`config.mk`:
```
export PLATFORM = sky130hd
export DESIGN_NAME = highly_composite_search
export DESIGN_NICKNAME = d
export VERILOG_FILES = /design/src/design/hcs_pkg.sv /design/src/design/hcs_dp.sv /design/src/design/hcs_ctrl.sv /design/src/design/highly_composite_search.sv
export SDC_FILE = /design/constraint.sdc
export NUM_CORES = 2
export LEC_CHECK = 0
export ABC_CLOCK_PERIOD_IN_PS = 20200
export BUFFER_PORTS_ARGS = -buffer_cell sky130_fd_sc_hd__buf_2
export CAP_MARGIN = 20
export CORE_AREA = 2 2 495 448
export CTS_BUF_LIST = sky130_fd_sc_hd__clkbuf_8 sky130_fd_sc_hd__clkbuf_16
export DETAILED_ROUTE_END_ITERATION = 16
export DIE_AREA = 0 0 497 450
export GPL_ROUTABILITY_DRIVEN = 0
export PLACE_DENSITY = 0.74
export SYNTH_ARGS = -nofsm -noshare
export SYNTH_HDL_FRONTEND = slang
export SYNTH_SLANG_ARGS = --single-unit
```
`constraint.sdc`:
```
create_clock -name aclk -period 20.2 [get_ports aclk]
set_clock_uncertainty 0.1 [all_clocks]
set_input_delay 6.06 -clock aclk [delete_from_list [all_inputs] [get_ports aclk]]
set_output_delay 6.06 -clock aclk [all_outputs]
set_load 0.01 [all_outputs]
```
`src/design/hcs_pkg.sv`:
```
// ----------------------------------------------------------------------------
// hcs_pkg
// Shared constants, types and the prime table for the highly composite
// number search block.
// ----------------------------------------------------------------------------
`default_nettype none

package hcs_pkg;

    localparam int PRIME_LEVELS = 16;
    localparam int BOUND_BITS   = 63;

    localparam int NUM_W    = 63;
    localparam int COUNT_W  = 17;
    localparam int EXP_W    = 6;
    localparam int PRIME_W  = 6;
    localparam int LEVEL_W  = $clog2(PRIME_LEVELS);
    localparam int PRODX_W  = NUM_W + PRIME_W;
    localparam int CAND_W   = EXP_W + 1 + COUNT_W;

    localparam logic [EXP_W-1:0]   FIRST_CAP  = EXP_W'(63);
    localparam logic [COUNT_W-1:0] COUNT_MAX  = COUNT_W'(131071);
    localparam logic [NUM_W-1:0]   BOUND_LIMIT =
        NUM_W'((65'd1 << BOUND_BITS) - 65'd1);
    localparam logic [LEVEL_W-1:0] LAST_LEVEL = LEVEL_W'(PRIME_LEVELS - 1);

    // Commands from the controller; at most one is high in a cycle.
    typedef struct packed {
        logic start;      // load bound, enter level 0
        logic mul;        // form product times prime of the current level
        logic push;       // grow this level, enter the next one
        logic leaf;       // grow the last level, merge its product
        logic pop;        // latch child result, step one level up
        logic merge_mul;  // form candidate divisor count
        logic merge_cmp;  // keep candidate if strictly greater
        logic finish;     // load the result register
    } hcs_cmd_t;

    typedef struct packed {
        logic can_grow;   // exponent below cap and product fits the bound
        logic last_level;
        logic root_level;
    } hcs_status_t;

    function automatic logic [PRIME_W-1:0] prime_at(input logic [3:0] idx);
        logic [PRIME_W-1:0] p;
        case (idx)
            4'd0:    p = 6'd2;
            4'd1:    p = 6'd3;
            4'd2:    p = 6'd5;
            4'd3:    p = 6'd7;
            4'd4:    p = 6'd11;
            4'd5:    p = 6'd13;
            4'd6:    p = 6'd17;
            4'd7:    p = 6'd19;
            4'd8:    p = 6'd23;
            4'd9:    p = 6'd29;
            4'd10:   p = 6'd31;
            4'd11:   p = 6'd37;
            4'd12:   p = 6'd41;
            4'd13:   p = 6'd43;
            4'd14:   p = 6'd47;
            default: p = 6'd53;
        endcase
        return p;
    endfunction

endpackage

`default_nettype wire

```
`src/design/hcs_dp.sv`:
```
// ----------------------------------------------------------------------------
// hcs_dp
// Search datapath: level stacks, product multiplier, divisor count merge
// and the result register.
// ----------------------------------------------------------------------------
`default_nettype none

module hcs_dp
    import hcs_pkg::*;
(
    input  wire logic               aclk,
    input  wire logic               aresetn,
    input  wire hcs_cmd_t           cmd,
    input  wire logic [NUM_W-1:0]   in_bound,
    output hcs_status_t             status,
    output logic [NUM_W-1:0]        out_number,
    output logic [COUNT_W-1:0]      out_count
);

    logic [LEVEL_W-1:0] lv_reg, lv_next;
    logic [NUM_W-1:0]   bound_reg;
    logic [PRODX_W-1:0] prodx_reg;
    logic [NUM_W-1:0]   child_num_reg;
    logic [COUNT_W-1:0] child_cnt_reg;
    logic [COUNT_W-1:0] cand_reg;
    logic [NUM_W-1:0]   out_number_reg;
    logic [COUNT_W-1:0] out_count_reg;

    logic [EXP_W-1:0]   exp_stack_reg   [PRIME_LEVELS];
    logic [EXP_W-1:0]   cap_stack_reg   [PRIME_LEVELS];
    logic [NUM_W-1:0]   prod_stack_reg  [PRIME_LEVELS];
    logic [NUM_W-1:0]   best_stack_reg  [PRIME_LEVELS];
    logic [COUNT_W-1:0] count_stack_reg [PRIME_LEVELS];

    logic [EXP_W-1:0]   cur_exp;
    logic [EXP_W-1:0]   exp_inc;
    logic [CAND_W-1:0]  cand_full;
    logic [LEVEL_W-1:0] lv_up;

    assign cur_exp = exp_stack_reg[lv_reg];
    assign exp_inc = cur_exp + EXP_W'(1);
    assign lv_up   = lv_reg + LEVEL_W'(1);

    assign status.can_grow   = (cur_exp < cap_stack_reg[lv_reg]) &&
                               (prodx_reg <= {{PRIME_W{1'b0}}, bound_reg});
    assign status.last_level = (lv_reg == LAST_LEVEL);
    assign status.root_level = (lv_reg == '0);

    // (exponent + 1) * child count
    assign cand_full = CAND_W'({1'b0, cur_exp} + (EXP_W + 1)'(1)) *
                       CAND_W'(child_cnt_reg);

    always_comb begin
        lv_next = lv_reg;
        if (cmd.start) begin
            lv_next = '0;
        end else if (cmd.push) begin
            lv_next = lv_up;
        end else if (cmd.pop) begin
            lv_next = lv_reg - LEVEL_W'(1);
        end
    end

    always_ff @(posedge aclk) begin
        if (!aresetn) begin
            lv_reg <= '0;
        end else begin
            lv_reg <= lv_next;
        end
    end

    always_ff @(posedge aclk) begin
        if (cmd.start) begin
            bound_reg <= (in_bound > BOUND_LIMIT) ? BOUND_LIMIT : in_bound;
            exp_stack_reg[0]   <= '0;
            cap_stack_reg[0]   <= FIRST_CAP;
            prod_stack_reg[0]  <= NUM_W'(1);
            best_stack_reg[0]  <= NUM_W'(1);
            count_stack_reg[0] <= COUNT_W'(1);
        end
        if (cmd.mul) begin
            prodx_reg <= prod_stack_reg[lv_reg] * prime_at(4'(lv_reg));
        end
        if (cmd.push || cmd.leaf) begin
            prod_stack_reg[lv_reg] <= prodx_reg[NUM_W-1:0];
            exp_stack_reg[lv_reg]  <= exp_inc;
        end
        if (cmd.push) begin
            exp_stack_reg[lv_up]   <= '0;
            cap_stack_reg[lv_up]   <= exp_inc;
            prod_stack_reg[lv_up]  <= prodx_reg[NUM_W-1:0];
            best_stack_reg[lv_up]  <= prodx_reg[NUM_W-1:0];
            count_stack_reg[lv_up] <= COUNT_W'(1);
        end
        if (cmd.leaf) begin
            child_num_reg <= prodx_reg[NUM_W-1:0];
            child_cnt_reg <= COUNT_W'(1);
        end
        if (cmd.pop) begin
            child_num_reg <= best_stack_reg[lv_reg];
            child_cnt_reg <= count_stack_reg[lv_reg];
        end
        if (cmd.merge_mul) begin
            cand_reg <= (cand_full > CAND_W'(COUNT_MAX)) ? COUNT_MAX
                                                         : cand_full[COUNT_W-1:0];
        end
        if (cmd.merge_cmp && (cand_reg > count_stack_reg[lv_reg])) begin
            best_stack_reg[lv_reg]  <= child_num_reg;
            count_stack_reg[lv_reg] <= cand_reg;
        end
        if (cmd.finish) begin
            out_number_reg <= best_stack_reg[0];
            out_count_reg  <= count_stack_reg[0];
        end
    end

    assign out_number = out_number_reg;
    assign out_count  = out_count_reg;

endmodule

`default_nettype wire

```
`src/design/hcs_ctrl.sv`:
```
// ----------------------------------------------------------------------------
// hcs_ctrl
// Search sequencer: walks the depth first search one step at a time and
// owns both stream handshakes.
// ----------------------------------------------------------------------------
`default_nettype none

module hcs_ctrl
    import hcs_pkg::*;
(
    input  wire logic        aclk,
    input  wire logic        aresetn,
    input  wire logic        in_valid,
    output logic             in_ready,
    output logic             out_valid,
    input  wire logic        out_ready,
    input  wire hcs_status_t status,
    output hcs_cmd_t         cmd
);

    localparam logic [2:0] ST_IDLE      = 3'd0;
    localparam logic [2:0] ST_MUL       = 3'd1;
    localparam logic [2:0] ST_DECIDE    = 3'd2;
    localparam logic [2:0] ST_MERGE_MUL = 3'd3;
    localparam logic [2:0] ST_MERGE_CMP = 3'd4;
    localparam logic [2:0] ST_FINISH    = 3'd5;

    logic [2:0] state_reg, state_next;
    logic       out_valid_reg, out_valid_next;
    logic       out_free;

    assign in_ready  = (state_reg == ST_IDLE);
    assign out_valid = out_valid_reg;
    assign out_free  = !out_valid_reg || out_ready;

    always_comb begin
        state_next = state_reg;
        cmd        = '0;
        unique case (state_reg)
            ST_IDLE: begin
                if (in_valid) begin
                    cmd.start  = 1'b1;
                    state_next = ST_MUL;
                end
            end
            ST_MUL: begin
                cmd.mul    = 1'b1;
                state_next = ST_DECIDE;
            end
            ST_DECIDE: begin
                if (status.can_grow && !status.last_level) begin
                    cmd.push   = 1'b1;
                    state_next = ST_MUL;
                end else if (status.can_grow) begin
                    cmd.leaf   = 1'b1;
                    state_next = ST_MERGE_MUL;
                end else if (!status.root_level) begin
                    cmd.pop    = 1'b1;
                    state_next = ST_MERGE_MUL;
                end else begin
                    state_next = ST_FINISH;
                end
            end
            ST_MERGE_MUL: begin
                cmd.merge_mul = 1'b1;
                state_next    = ST_MERGE_CMP;
            end
            ST_MERGE_CMP: begin
                cmd.merge_cmp = 1'b1;
                state_next    = ST_MUL;
            end
            ST_FINISH: begin
                // wait until the previous result has been taken
                if (out_free) begin
                    cmd.finish = 1'b1;
                    state_next = ST_IDLE;
                end
            end
            default: begin
                state_next = ST_IDLE;
            end
        endcase
    end

    always_comb begin
        out_valid_next = out_valid_reg;
        if (out_valid_reg && out_ready) begin
            out_valid_next = 1'b0;
        end
        if (cmd.finish) begin
            out_valid_next = 1'b1;
        end
    end

    always_ff @(posedge aclk) begin
        if (!aresetn) begin
            state_reg     <= ST_IDLE;
            out_valid_reg <= 1'b0;
        end else begin
            state_reg     <= state_next;
            out_valid_reg <= out_valid_next;
        end
    end

endmodule

`default_nettype wire

```
`src/design/highly_composite_search.sv`:
```
// ----------------------------------------------------------------------------
// highly_composite_search
// Finds the number up to a bound with the most divisors.
// ----------------------------------------------------------------------------
// Usage:
//   Slave stream carries the upper bound; each transfer starts one search.
//   Master stream returns the best number and its divisor count, one
//   transfer per bound.
//   The search walks a depth first tree over exponents of the first sixteen
//   primes, one tree step at a time through a shared 63x6 multiplier and
//   bound compare. A step is a multiply, then a decide; a merge into the
//   parent is a 7x17 count multiply, then a compare. Each level entered
//   takes a grow step, an exhausted step and a merge, a product at the last
//   prime a step and a merge; the node count grows quickly with the bound.
//   s_tready is high only while no search is running.
//   The result sits in an output register; the next bound is accepted while
//   it waits. If the receiver stalls, a finished search holds until the
//   previous result has been transferred.
//   Synchronous active-low reset returns the sequencer to idle and drops
//   m_tvalid; the stacks need no clearing.
// ----------------------------------------------------------------------------
`default_nettype none

module highly_composite_search
    import hcs_pkg::*;
(
    input  wire logic        aclk,
    input  wire logic        aresetn,
    input  wire logic        s_tvalid,
    output logic             s_tready,
    input  wire logic [63:0] s_tdata,   // [62:0] upper_bound, [63] zero
    output logic             m_tvalid,
    input  wire logic        m_tready,
    output logic [79:0]      m_tdata    // [62:0] best_number, [79:63] divisor_count
);

    hcs_cmd_t           cmd;
    hcs_status_t        status;
    logic [NUM_W-1:0]   out_number;
    logic [COUNT_W-1:0] out_count;

    hcs_ctrl u_ctrl (
        .aclk      (aclk),
        .aresetn   (aresetn),
        .in_valid  (s_tvalid),
        .in_ready  (s_tready),
        .out_valid (m_tvalid),
        .out_ready (m_tready),
        .status    (status),
        .cmd       (cmd)
    );

    hcs_dp u_dp (
        .aclk       (aclk),
        .aresetn    (aresetn),
        .cmd        (cmd),
        .in_bound   (s_tdata[NUM_W-1:0]),
        .status     (status),
        .out_number (out_number),
        .out_count  (out_count)
    );

    assign m_tdata = {out_count, out_number};

endmodule

`default_nettype wire
```
==> metrics.csv <==
metric;value;unit
count leader, synth;edfxtp_1;
Hold Crit Class;reg2reg;
DR vias;71970;
via/cell ratio;6.445;
nets@finish;8673;
Post-route DRC;0;
CTS H-Tree Depth;5;
Critical Path AT;12170;ps
crit-path cells;buf_4 -> buf_4 -> buf_4 -> buf_4 -> buf_4 -> mux4_2 -> mux4_2 -> nand2_1 -> fa_1 -> fa_1 -> inv_1 -> fa_1 -> ha_1 -> a21o_1 -> a31o_2 -> a221oi_1 -> o21ai_0 -> a31oi_1 -> o21a_1 -> o211ai_1 -> o211ai_1 -> o31ai_1 -> a221oi_1 -> xnor2_1;
Buffers on Ports;148;
Most Used Layer, Global Route;met2;
die height;450;um
ANT nets after route;1;
first-pass GRT wire length;482600;um
largest net degree at the start of global routing;201;
vias in the first global route;71940;
Lkg Pwr;0.05085;uW
status;complete, but fails checks;
Net Sw Frac;20.78;%
Final TNS setup;0;ps
Post-CTS Resized;0;
Pwr Total;11810;uW
routed wire length;327700;um
Seq/Total Area, Yosys;63.71;%
1st-pass router iterations;6;
Post-CTS Setup Bufs;0;
Num CTS Buffers;294;
initial antenna violation count;25;
gr ovfl total;0;
CP Buf/Inv Count;6;
Root Buffer Master;clkbuf_16;
# rows;163;
Slew headroom;22.43;%
period utilisation layout;57.65;%
CP max stage cell;dfxtp_4;
Max IR drop VDD;0.08296;mV
CTS tree;done;
Starting Density;59.76;%
Seq pwr share;54.1;%
fraction of layout cells with a size suffix above 1;19.86;%
CTS sink count;2807;
async set-or-reset flop fraction in the synthesized netlist;0;%
syn nets;8586;
Total GRT Usage;29.50;%
P_sw;2455;uW
cell mode on critical path;buf_4;
most instantiated cells after synthesis;edfxtp_1 (2693), and2_1 (1083), mux4_2 (745);
Post-synth EDFFs;2693;
synthesized area;0.1305;mm2
CP Max Fanout;48;
slowest cell delay on critical path;920;ps
later-pin clock latency in the skew report;930;ps
syn_area_per_cell;16.35;um2
cts hold-fix bufs;0;
largest cells by area after synthesis;edfxtp_1 (62%), mux4_2 (13%), and2_1 (5.2%);
Die X;497;um
Yosys top cell area share;61.96;%
IO Pins;150;
P_int;9357;uW
count of cell types in the netlist;88;
Top delay family on crit path;buffers and inverters;
GRT met1 Usage;43.79;%
final count of negative-setup-slack endpoints;0;
max cap viols;0;
area delta synth->final;9.891;%
critical path endpoint category;flop;
Comb pwr share;3.0;%
total die area;0.2237;mm2
met3 Use GR;5.758;%
Avg WL per Cell;29.35;um
Fin. Hold Viols;0;
Clock power frac;42.9;%
area leader, netlist;edfxtp_1;
fmax;85.87;MHz
crit path kind;reg2reg;
min cycle time layout;11650;ps
max-slew violations;0;
CTS Buffer Depth;4;
GRT met2 Usage;44.98;%
post-DP HPWL;197500;um
YS warnings;0;
Pwr Density;82.35;mW/mm2
Worst Tran Pin Value;1158;ps
Synth Instances;7984;
RSZ-0062 raised after global routing;false;
main flop type after synthesis;edfxtp_1;
critical path launch point type;flop;
FF+latch count, synth;2807;
failing checks;antenna rules;
Reg clk slew, reported paths;60;ps
drt first-iter violations;9540;
worst endpoint required time;20720;ps
Core ar.;0.2184;mm2
==> cells in the final DEF (no fill, tap or decap), types with 41 or more instances in the layout <==
cell type / count
fa_1: 319
mux2i_1: 123
buf_2: 149
buf_4: 189
edfxtp_1: 2693
a21oi_1: 137
nor2b_1: 65
mux4_2: 745
and2_1: 1083
xnor2_1: 42
clkinv_1: 51
xor2_1: 41
clkinv_2: 47
dfxtp_1: 104
clkbuf_16: 299
nand2_1: 556
mux2_2: 68
nor2_1: 209
a21o_1: 72
ha_1: 215
o21ai_0: 93
a22o_1: 62
inv_1: 455
==> routing by layer <==
layer / wire length, um / share of wire [%] / vias to the layer above
li1: - / - / 29910
met1: 131100 / 40 / 37450
met2: 151000 / 46 / 4045
met3: 35480 / 11 / 571
met4: 10190 / 3.1 / 2
met5: 20 / 0.0061 / -
==> area by class of cell <==
| type | instances | area, um2 |
|---|---|---|
| Clock buffer | 304 | 7551 |
| Inverter | 399 | 1499 |
| Clock inverter | 192 | 1294 |
| Sequential cell | 2807 | 83170 |
| Multi-Input combinational cell | 4223 | 43990 |
| Antenna cell | 9 | 22.52 |
| Fill cell | 14390 | 74990 |
| Timing Repair Buffer | 346 | 2291 |
| Tap cell | 2887 | 3612 |
==> worst paths after layout <==
path                                    from             endpoint  slack, ps  depth (start not counted)
setup / recovery                        flop   u_dp.prodx_reg[67]       8550                         24
hold / removal    u_dp.best_stack_reg[0][39]  u_dp.out_number[39]        350                          0
setup reg to reg                        flop   u_dp.prodx_reg[67]       8550                         24
hold reg to reg   u_dp.best_stack_reg[0][39]  u_dp.out_number[39]        350                          0
==> worst reg2reg max path: stages, from the launching register on <==
cell,delay [ps]
dfxtp_4,920
buf_4,730
buf_4,760
buf_4,820
buf_4,780
buf_4,930
mux4_2,710
mux4_2,670
nand2_1,160
fa_1,440
fa_1,570
inv_1,60
fa_1,450
ha_1,420
a21o_1,220
a31o_2,210
a221oi_1,340
o21ai_0,150
a31oi_1,580
o21a_1,350
o211ai_1,130
o211ai_1,210
o31ai_1,210
a221oi_1,340
xnor2_1,110
==> cells by family after synthesis <==
kind of cell | count (synthesis) | synth area share (%)
xor gates and xnor gates | 83 | 0.5569
DFF | 2807 | 63.71
muxes | 937 | 14.40
and+or+nand+nor | 2140 | 8.790
buffers and inverters | 954 | 2.834
adders and majority gates | 534 | 6.954
AOI/OAI and AO/OA | 529 | 2.765
==> power by group through the flow <==
| stage | Sequential [uW] | Combinational [uW] | Clock, uW |
|---|---|---|---|
| after floorplan | 6500 | 203 | 0 |
| after CTS | 6380 | 354 | 5120 |
| after global placement | 6510 | 342 | 0 |
| after global routing | 6380 | 386 | 5330 |
| final | 6380 | 358 | 5070 |
| after detailed placement | 6510 | 351 | 0 |
==> stage by stage <==
step | instances | hold slack [ps] | area [um2] | util (%) | setup slack (ps)
2_1_floorplan | 7984 | 321.4 | 130500 | - | 8436
3_3_place_gp | 10650 | 326.7 | 134500 | 61.58 | 8459
3_5_place_dp | 10660 | 334.9 | 134500 | 61.58 | 8461
4_1_cts | 11150 | 349.0 | 143400 | 65.63 | 8409
5_1_grt | 11160 | 359.2 | 143400 | 65.66 | 7690
6_report | 11170 | 354.2 | 143400 | 65.67 | 8555
(Power assumes the default switching activity.)
